### src/hdl/ctbc_pkg.sv
// Package for the computed-torque base controller: shared types, constants,
// register indexes and fixed-point helper functions.
// Depends on nothing; every other file of the block imports it.
package ctbc_pkg;

	// Default number of fractional bits of every Q value.
	localparam int FRAC_BITS_DEF = 16;

	// Data widths of the ports and of the exact products.
	localparam int DATA_W = 32;
	localparam int PROD_W = 64;
	localparam int IDX_W  = 4;

	// Configuration register indexes.
	typedef enum logic [IDX_W-1:0] {
		REG_KP_11 = 4'd0,
		REG_KP_12 = 4'd1,
		REG_KP_21 = 4'd2,
		REG_KP_22 = 4'd3,
		REG_KV_11 = 4'd4,
		REG_KV_12 = 4'd5,
		REG_KV_21 = 4'd6,
		REG_KV_22 = 4'd7
	} reg_idx_t;

	// A saturated value together with its clip indication.
	typedef struct packed {
		logic signed [DATA_W-1:0] val;
		logic                     clip;
	} sat_t;

	// What one axis lane hands to the merging stage.
	typedef struct packed {
		logic signed [DATA_W-1:0] x;
		logic                     clip;
	} lane_out_t;

	// Build-time physical coefficients, rounded half up to the Q format.
	function automatic logic signed [DATA_W-1:0] cst_jb(int frac);
		longint v;
		v = ((64'sd5048709708 <<< frac) + 64'sd5000000000) / 64'sd10000000000;
		return DATA_W'(v);
	endfunction

	function automatic logic signed [DATA_W-1:0] cst_mb(int frac);
		longint v;
		v = 64'sd12 <<< frac;
		return DATA_W'(v);
	endfunction

	function automatic logic signed [DATA_W-1:0] cst_ua(int frac);
		longint v;
		v = ((64'sd76 <<< frac) + 64'sd500) / 64'sd1000;
		return DATA_W'(v);
	endfunction

	function automatic logic signed [DATA_W-1:0] cst_ul(int frac);
		longint v;
		v = ((64'sd19 <<< frac) + 64'sd500) / 64'sd1000;
		return DATA_W'(v);
	endfunction

	function automatic logic signed [DATA_W-1:0] cst_bi11(int frac);
		longint v;
		v = ((64'sd111 <<< frac) + 64'sd248) / 64'sd497;
		return DATA_W'(v);
	endfunction

	function automatic logic signed [DATA_W-1:0] cst_bi12(int frac);
		longint v;
		v = ((64'sd111 <<< frac) + 64'sd500) / 64'sd1000;
		return DATA_W'(v);
	endfunction

	// Rescale an exact product: add half an LSB, then arithmetic shift (floor).
	function automatic logic signed [PROD_W-1:0] qround(logic signed [PROD_W-1:0] p,
			int frac);
		logic signed [PROD_W-1:0] half;
		half = 64'sd1 <<< (frac - 1);
		return (p + half) >>> frac;
	endfunction

	// Clamp a wide value to the signed 32-bit range.
	function automatic sat_t sat32(logic signed [PROD_W-1:0] v);
		sat_t r;
		if (v > 64'sd2147483647) begin
			r.val  = 32'sh7FFF_FFFF;
			r.clip = 1'b1;
		end else if (v < -64'sd2147483648) begin
			r.val  = 32'sh8000_0000;
			r.clip = 1'b1;
		end else begin
			r.val  = v[DATA_W-1:0];
			r.clip = 1'b0;
		end
		return r;
	endfunction

endpackage

### src/hdl/ctbc_merge.sv
// Merging stage: applies the inverse actuator matrix to both lanes' x values
// and forms the saturated wheel torques. Depends on ctbc_pkg.
module ctbc_merge #(
	parameter int FRAC_BITS = ctbc_pkg::FRAC_BITS_DEF
) (
	input  logic                                  clk,
	input  ctbc_pkg::lane_out_t                   lane_a,
	input  ctbc_pkg::lane_out_t                   lane_b,
	output logic signed [ctbc_pkg::DATA_W-1:0]    tau_1,
	output logic signed [ctbc_pkg::DATA_W-1:0]    tau_2,
	output logic                                  clip
);
	import ctbc_pkg::*;

	// The lower-left entry is the exact negation of the rounded upper-left one.
	localparam logic signed [DATA_W-1:0] C_BI11 = cst_bi11(FRAC_BITS);
	localparam logic signed [DATA_W-1:0] C_BI12 = cst_bi12(FRAC_BITS);
	localparam logic signed [DATA_W-1:0] C_BI21 = -C_BI11;
	localparam logic signed [DATA_W-1:0] C_BI22 = C_BI12;

	logic signed [PROD_W-1:0] p11_s6, p12_s6, p21_s6, p22_s6;
	logic                     clip_s6;
	logic signed [PROD_W-1:0] sum_1, sum_2;
	sat_t                     t1_sat, t2_sat;
	logic signed [DATA_W-1:0] tau_1_s7, tau_2_s7;
	logic                     clip_s7;

	// Stage 6: four mixing products across the two lanes.
	always_ff @(posedge clk) begin
		p11_s6  <= C_BI11 * lane_a.x;
		p12_s6  <= C_BI12 * lane_b.x;
		p21_s6  <= C_BI21 * lane_a.x;
		p22_s6  <= C_BI22 * lane_b.x;
		clip_s6 <= lane_a.clip | lane_b.clip;
	end

	// Stage 7: rescale, add per row and clamp.
	assign sum_1  = qround(p11_s6, FRAC_BITS) + qround(p12_s6, FRAC_BITS);
	assign sum_2  = qround(p21_s6, FRAC_BITS) + qround(p22_s6, FRAC_BITS);
	assign t1_sat = sat32(sum_1);
	assign t2_sat = sat32(sum_2);

	always_ff @(posedge clk) begin
		tau_1_s7 <= t1_sat.val;
		tau_2_s7 <= t2_sat.val;
		clip_s7  <= clip_s6 | t1_sat.clip | t2_sat.clip;
	end

	assign tau_1 = tau_1_s7;
	assign tau_2 = tau_2_s7;
	assign clip  = clip_s7;

endmodule

### config.mk
export PLATFORM = sky130hd
export DESIGN_NAME = ctbc_merge
export DESIGN_NICKNAME = d
export VERILOG_FILES = /design/src/hdl/ctbc_pkg.sv /design/src/hdl/ctbc_merge.sv
export SDC_FILE = /design/constraint.sdc
export NUM_CORES = 2
export LEC_CHECK = 0
export BUFFER_PORTS_ARGS = -buffer_cell sky130_fd_sc_hd__buf_2
export CAP_MARGIN = 15
export CORE_UTILIZATION = 30
export CTS_CLUSTER_DIAMETER = 60
export CTS_CLUSTER_SIZE = 10
export DETAILED_ROUTE_END_ITERATION = 10
export PLACE_DENSITY = 0.55
export RECOVER_POWER = 100
export SLEW_MARGIN = 20
export SYNTH_ARGS = -nofsm -noshare
export SYNTH_HDL_FRONTEND = slang
export SYNTH_SLANG_ARGS = --single-unit
### constraint.sdc
create_clock -name clk -period 20.6 [get_ports clk]
set_input_delay 2.06 -clock clk [delete_from_list [all_inputs] [get_ports clk]]
set_output_delay 2.06 -clock clk [all_outputs]
set_load 0.005 [all_outputs]
* Word level (Yosys, flattened, before mapping)
Cells that the tools add are included.
** Storage, ports and cells
- Bits in latches :: 0
- Output and inout bits :: 65
- Register bits :: 223
- ROM bits :: 0
- Bits of input ports :: 67
- Word-level logic and storage cells :: 26
- RAM bits :: 0
- Memories :: 0
** Operators by class
- Div/mod/pow operators :: 0
- Reductions and logical operators :: 0
- $mul :: 3
- Equal/unequal tests :: 0
- Order comparisons :: 4
- $add $sub $neg :: 5
- Shifts and indexed selects :: 0
- Multiplexer cells :: 4
- Bitwise operators :: 3
** Operator list (number)
- $add A32 B48 Y49 :: 2
- $gt A49 B32 Y1 const B :: 2
- $lt A49 B32 Y1 const B :: 2
- $add A47 B17 Y48 const B :: 2
- $mul A15 B32 Y47 const A :: 2
- $mux W33 :: 2
- $add A64 B17 Y64 const B :: 1
- $mul A13 B32 Y45 const A :: 1
- $or A1 B1 Y1 :: 3
- $mux W1 :: 2

* Depth between registers and ports, before layout
- Word-level depth :: 7
- Depth in mapped cells :: 25
- Depth with buffers taken out :: 24

* Least setup slack after synthesis
Ideal clock, no wire load.
- Path kind :: input-to-reg
- Start point :: in lane_a[13] (netlist bit)
- End point :: reg p21_s6[45]
- Setup time :: 0.117 ns
- Arrival :: 7.847 ns
- Data required time :: 20.483 ns
- Stages :: 23
- Slack :: 12.636 ns
- Buffers on the path :: 0
- Path through :: ha_1 > inv_1 > fa_1 > inv_1 > fa_1 > inv_1 > fa_1 > inv_1 > fa_1 > fa_1 > ha_1 > and3_1 > nand3_1 > nor4_1 > o2111ai_1 > a31oi_1 > a41oi_1 > o31ai_1 > o41ai_1 > o21ai_0 > o21a_1 > nor3_1 > nand2b_1
** On the way
- Longest elaborated chain between the ends :: 1
** RTL lines
- start: declaration :: RTL line ctbc_merge.sv:7 : input ctbc_pkg::lane_out_t lane_a,
- $mul A15 B32 Y47 :: RTL line ctbc_merge.sv:32 : p21_s6 <= C_BI21 * lane_a.x;
- end signal: assignment :: RTL line ctbc_merge.sv:32
- end: declaration :: RTL line ctbc_merge.sv:21 : logic signed [PROD_W-1:0] p11_s6, p12_s6, p21_s6, p22_s6;
No other way between the ends.
A chain may end at the register's enable or synchronous reset.

* Worst setup path in the final report
- Start point :: in lane_a[14] (netlist bit)
- End point :: reg p21_s6[45]
Same word-level chain as after synthesis.

==> results.md <==
## Run status
- complete, but fails checks — result of the run
- design-rule violations — failing checks

## Synthesis
- sky130_fd_sc_hd__fa_1 — library cell with the largest summed area after synthesis
- 0 — number of enable-type register cells in the synthesized netlist
- 102 — library cells used by synthesis
- 9.27% — post-synthesis sequential area ratio
- 3802 — number of standard cells after synthesis
- 4968 — Synth Net Count
- 9.14 µm² — post-synthesis area per instance
- 34800 µm² — cell area after synthesis
- sky130_fd_sc_hd__dfxtp_1 — flip-flop cell with the highest count after synthesis
- sky130_fd_sc_hd__inv_1 — cell with the most instances after synthesis
- 0% — fraction of registers with async set/reset
- 926 x sky130_fd_sc_hd__inv_1, 584 x sky130_fd_sc_hd__ha_1, 515 x sky130_fd_sc_hd__fa_1 — Post-synth top cells
- 29.7% — share of the synthesized area in the top cell type
- 0 — number of synthesis warnings
- sky130_fd_sc_hd__fa_1 30%, sky130_fd_sc_hd__ha_1 21%, sky130_fd_sc_hd__inv_1 10%, sky130_fd_sc_hd__dfxtp_1 9.3%, sky130_fd_sc_hd__xnor2_1 4.0% — largest cells by area after synthesis
- 161 — flop and latch count out of synthesis

## STA
- 0 ns — accumulated negative setup slack
- 1.41 ns — Worst Tran Pin Value
- 43.7% — post-route clock period utilization
- 3.34% — Max transition margin
- 0 — max-slew violation count
- 0 — final hold viol count
- false — unrepaired setup endpoints after global routing
- 0.0213 ns — worst setup skew after layout
- 9.00 ns — post-route minimum period
- 0 — final setup violation count
- 111 MHz — highest clock frequency the design can meet

## CTS
- 161 — clock tree sinks
- built — TritonCTS clock tree
- 0.07 ns — post-CTS clock slew at the launch and capture registers of the worst setup and hold paths
- 0 — Resize count post-CTS
- 0.48 ns — Clk Latency, worst-skew pair
- 0 — post-CTS setup-driven buffer insertion count
- sky130_fd_sc_hd__clkbuf_16 — clock tree root driver cell
- 17 — total CTS buffers
- 0 — number of hold-repair buffers added at the cts stage
- 2 — number of buffers on the longest clock path
- 4 — count of H-tree levels built during CTS

## Die
- 132 — IO Count
- 342 µm — DIE WIDTH
- 115000 µm² — core region area
- 342 µm — die span in y
- 124 — # rows
- 117000 µm² — die area
- 30.3% — initial standard-cell utilization of the core

## Finish
- 32.8% — Final Core Density
- 8.04% — synthesis-to-layout area growth
- 5078 — NumNets Final
- 3220 µm² — FF+latch area
- 27700 µm² — combined area of the multi-input logic cells
- 12000 — fill count
- 0 — number of antenna diodes
- 4.56% — fraction of layout cells with a size suffix above 1

## Detailed routing
- 8 — DRC Markers
- 0 — post-route ant nets
- 16.9 µm — post-DR wirelength/cell
- 4.67 — post-DR vias/cell
- 1245 — DR iter-0 viols
- 8 — 1st-pass router iterations
- 91900 µm — total wirelength of the detailed-routed design
- 25400 — total via count after detailed routing

## Global route
- 148000 µm — wire length of the first global-routing pass
- 16.1% — overall track demand over capacity in global routing
- 26400 — number of global-route vias before repair
- 7 — initial antenna violation count
- 0 — GRT overflow
- 43 — pin count of the biggest net entering global routing

## Critical path
- 20.96 ns — required time of the critical path
- 9.37 ns — critical path arrival
- primary input to flop — type of the worst setup path
- primary input — startpoint types
- 8 — maximum fanout count along the critical path
- flop — kind of end point of the critical path

## Placement
- 83000 µm — Detail Placement HPWL
- 131 — count of input and output buffers
- 0.897 — routability congestion estimate from global placement

## Flow run
- 0 — Maximum Capacitance Violations

## Worst hold path
- flop to flop — Hold Crit Class

## final timing paths
kind              startpoint         end  slack, ns  cells after the start
setup / recovery  lane_a[14]  p21_s6[45]      11.60                     24
hold / removal       clip_s6        clip       0.44                      1
hold reg to reg      clip_s6        clip       0.44                      1
setup reg to reg  p22_s6[23]   tau_1[28]      13.10                     21
## flip-flops by register name, summed over array words and instances (netlist names)
name and flops:
tau_1 32, tau_2 32, p21_s6 32, clip 1
clip_s6 1, p11_s6 32, p22_s6 31
## cells by family after synthesis
family                   count (synthesis)  synth area share, %
AO/OA/AOI/OAI                          636                 12.5
XOR/XNOR                               256                 6.47
adder cells (fa/ha/maj)               1100                 50.7
buffers and inverters                  975                 10.7
flip-flops                             161                 9.27
multiplexers                            10                0.292
AND/OR/NAND/NOR                        664                 10.0
## through the flow
stage | setup slack [ns] | hold slack [ns] | cells | area, µm²
floorplan | 12.64 | 0.394 | 3802 | 34800
global placement | 11.28 | 0.424 | 5405 | 37100
detailed placement | 11.29 | 0.412 | 5405 | 37100
CTS | 11.77 | 0.441 | 5437 | 37700
global route | 11.04 | 0.455 | 5437 | 37500
finish | 11.60 | 0.443 | 5437 | 37500
## per-layer routing
layer	GRT usage [%]	part of all wire (%)	wire length, µm	vias up
met3	2.26	4.2	3890	73
met2	26.7	46	42000	420
met4	3.12	1.6	1500	6
met5	0	0.046	42	-
met1	22.3	48	44500	12300
li1	-	-	-	12600
## area by class of cell
type | count | area share, %
Inverter | 928 | 9.28
Multi-Input combinational cell | 2666 | 73.8
Sequential cell | 161 | 8.58
Clock inverter | 14 | 0.466
Clock buffer | 18 | 1.14
Tap cell | 1512 | 5.04
Timing Repair Buffer | 138 | 1.70
## layout by cell type (no fill, tap or decap), types with 9 or more instances in the layout
cell                        instances
sky130_fd_sc_hd__and2_1            14
sky130_fd_sc_hd__clkbuf_16         17
sky130_fd_sc_hd__o2111ai_1          9
sky130_fd_sc_hd__a311oi_1          10
sky130_fd_sc_hd__o31a_1            10
sky130_fd_sc_hd__a31oi_1           16
sky130_fd_sc_hd__nor3_1            50
sky130_fd_sc_hd__fa_1             515
sky130_fd_sc_hd__nand2b_1          23
sky130_fd_sc_hd__nor4_1            12
sky130_fd_sc_hd__nor2_1           149
sky130_fd_sc_hd__o21a_1            51
sky130_fd_sc_hd__xnor2_1          158
sky130_fd_sc_hd__nand2_1          134
sky130_fd_sc_hd__or3_1             16
sky130_fd_sc_hd__o21bai_1          25
sky130_fd_sc_hd__nor2b_1           34
sky130_fd_sc_hd__nand3_1           81
sky130_fd_sc_hd__o31ai_1            9
sky130_fd_sc_hd__o211ai_1           9
sky130_fd_sc_hd__a211o_1           10
sky130_fd_sc_hd__a21oi_1          170
sky130_fd_sc_hd__a21o_1           123
sky130_fd_sc_hd__ha_1             584
sky130_fd_sc_hd__clkbuf_1          54
sky130_fd_sc_hd__dfxtp_1          161
sky130_fd_sc_hd__buf_2             80
sky130_fd_sc_hd__a2111oi_0         10
sky130_fd_sc_hd__nand4_1           34
sky130_fd_sc_hd__and4_1            10
sky130_fd_sc_hd__or2_2             12
sky130_fd_sc_hd__inv_1            926
sky130_fd_sc_hd__mux2i_1            9
sky130_fd_sc_hd__a211oi_1          20
sky130_fd_sc_hd__and3_1            46
sky130_fd_sc_hd__xor2_1            97
sky130_fd_sc_hd__o21ai_0           99
## critical path, cell delays in order
cell                        delay, ns
sky130_fd_sc_hd__clkbuf_1        0.46
sky130_fd_sc_hd__ha_1            0.27
sky130_fd_sc_hd__inv_1           0.12
sky130_fd_sc_hd__fa_1            0.58
sky130_fd_sc_hd__inv_1           0.06
sky130_fd_sc_hd__fa_1            0.48
sky130_fd_sc_hd__inv_1           0.06
sky130_fd_sc_hd__fa_1            0.53
sky130_fd_sc_hd__inv_1           0.05
sky130_fd_sc_hd__fa_1            0.50
sky130_fd_sc_hd__fa_1            0.50
sky130_fd_sc_hd__ha_1            0.37
sky130_fd_sc_hd__and3_1          0.17
sky130_fd_sc_hd__nand3_1         0.11
sky130_fd_sc_hd__nor4_1          0.49
sky130_fd_sc_hd__o2111ai_1       0.21
sky130_fd_sc_hd__a31oi_1         0.47
sky130_fd_sc_hd__a41oi_1         0.33
sky130_fd_sc_hd__o31ai_1         0.58
sky130_fd_sc_hd__o41ai_1         0.24
sky130_fd_sc_hd__o21ai_0         0.33
sky130_fd_sc_hd__o21a_1          0.19
sky130_fd_sc_hd__nor3_1          0.06
sky130_fd_sc_hd__nand2b_1        0.13
Power is left out: the tool's default activity adds up to more than one toggle a clock period on the data nets, which glitch-free logic cannot reach.
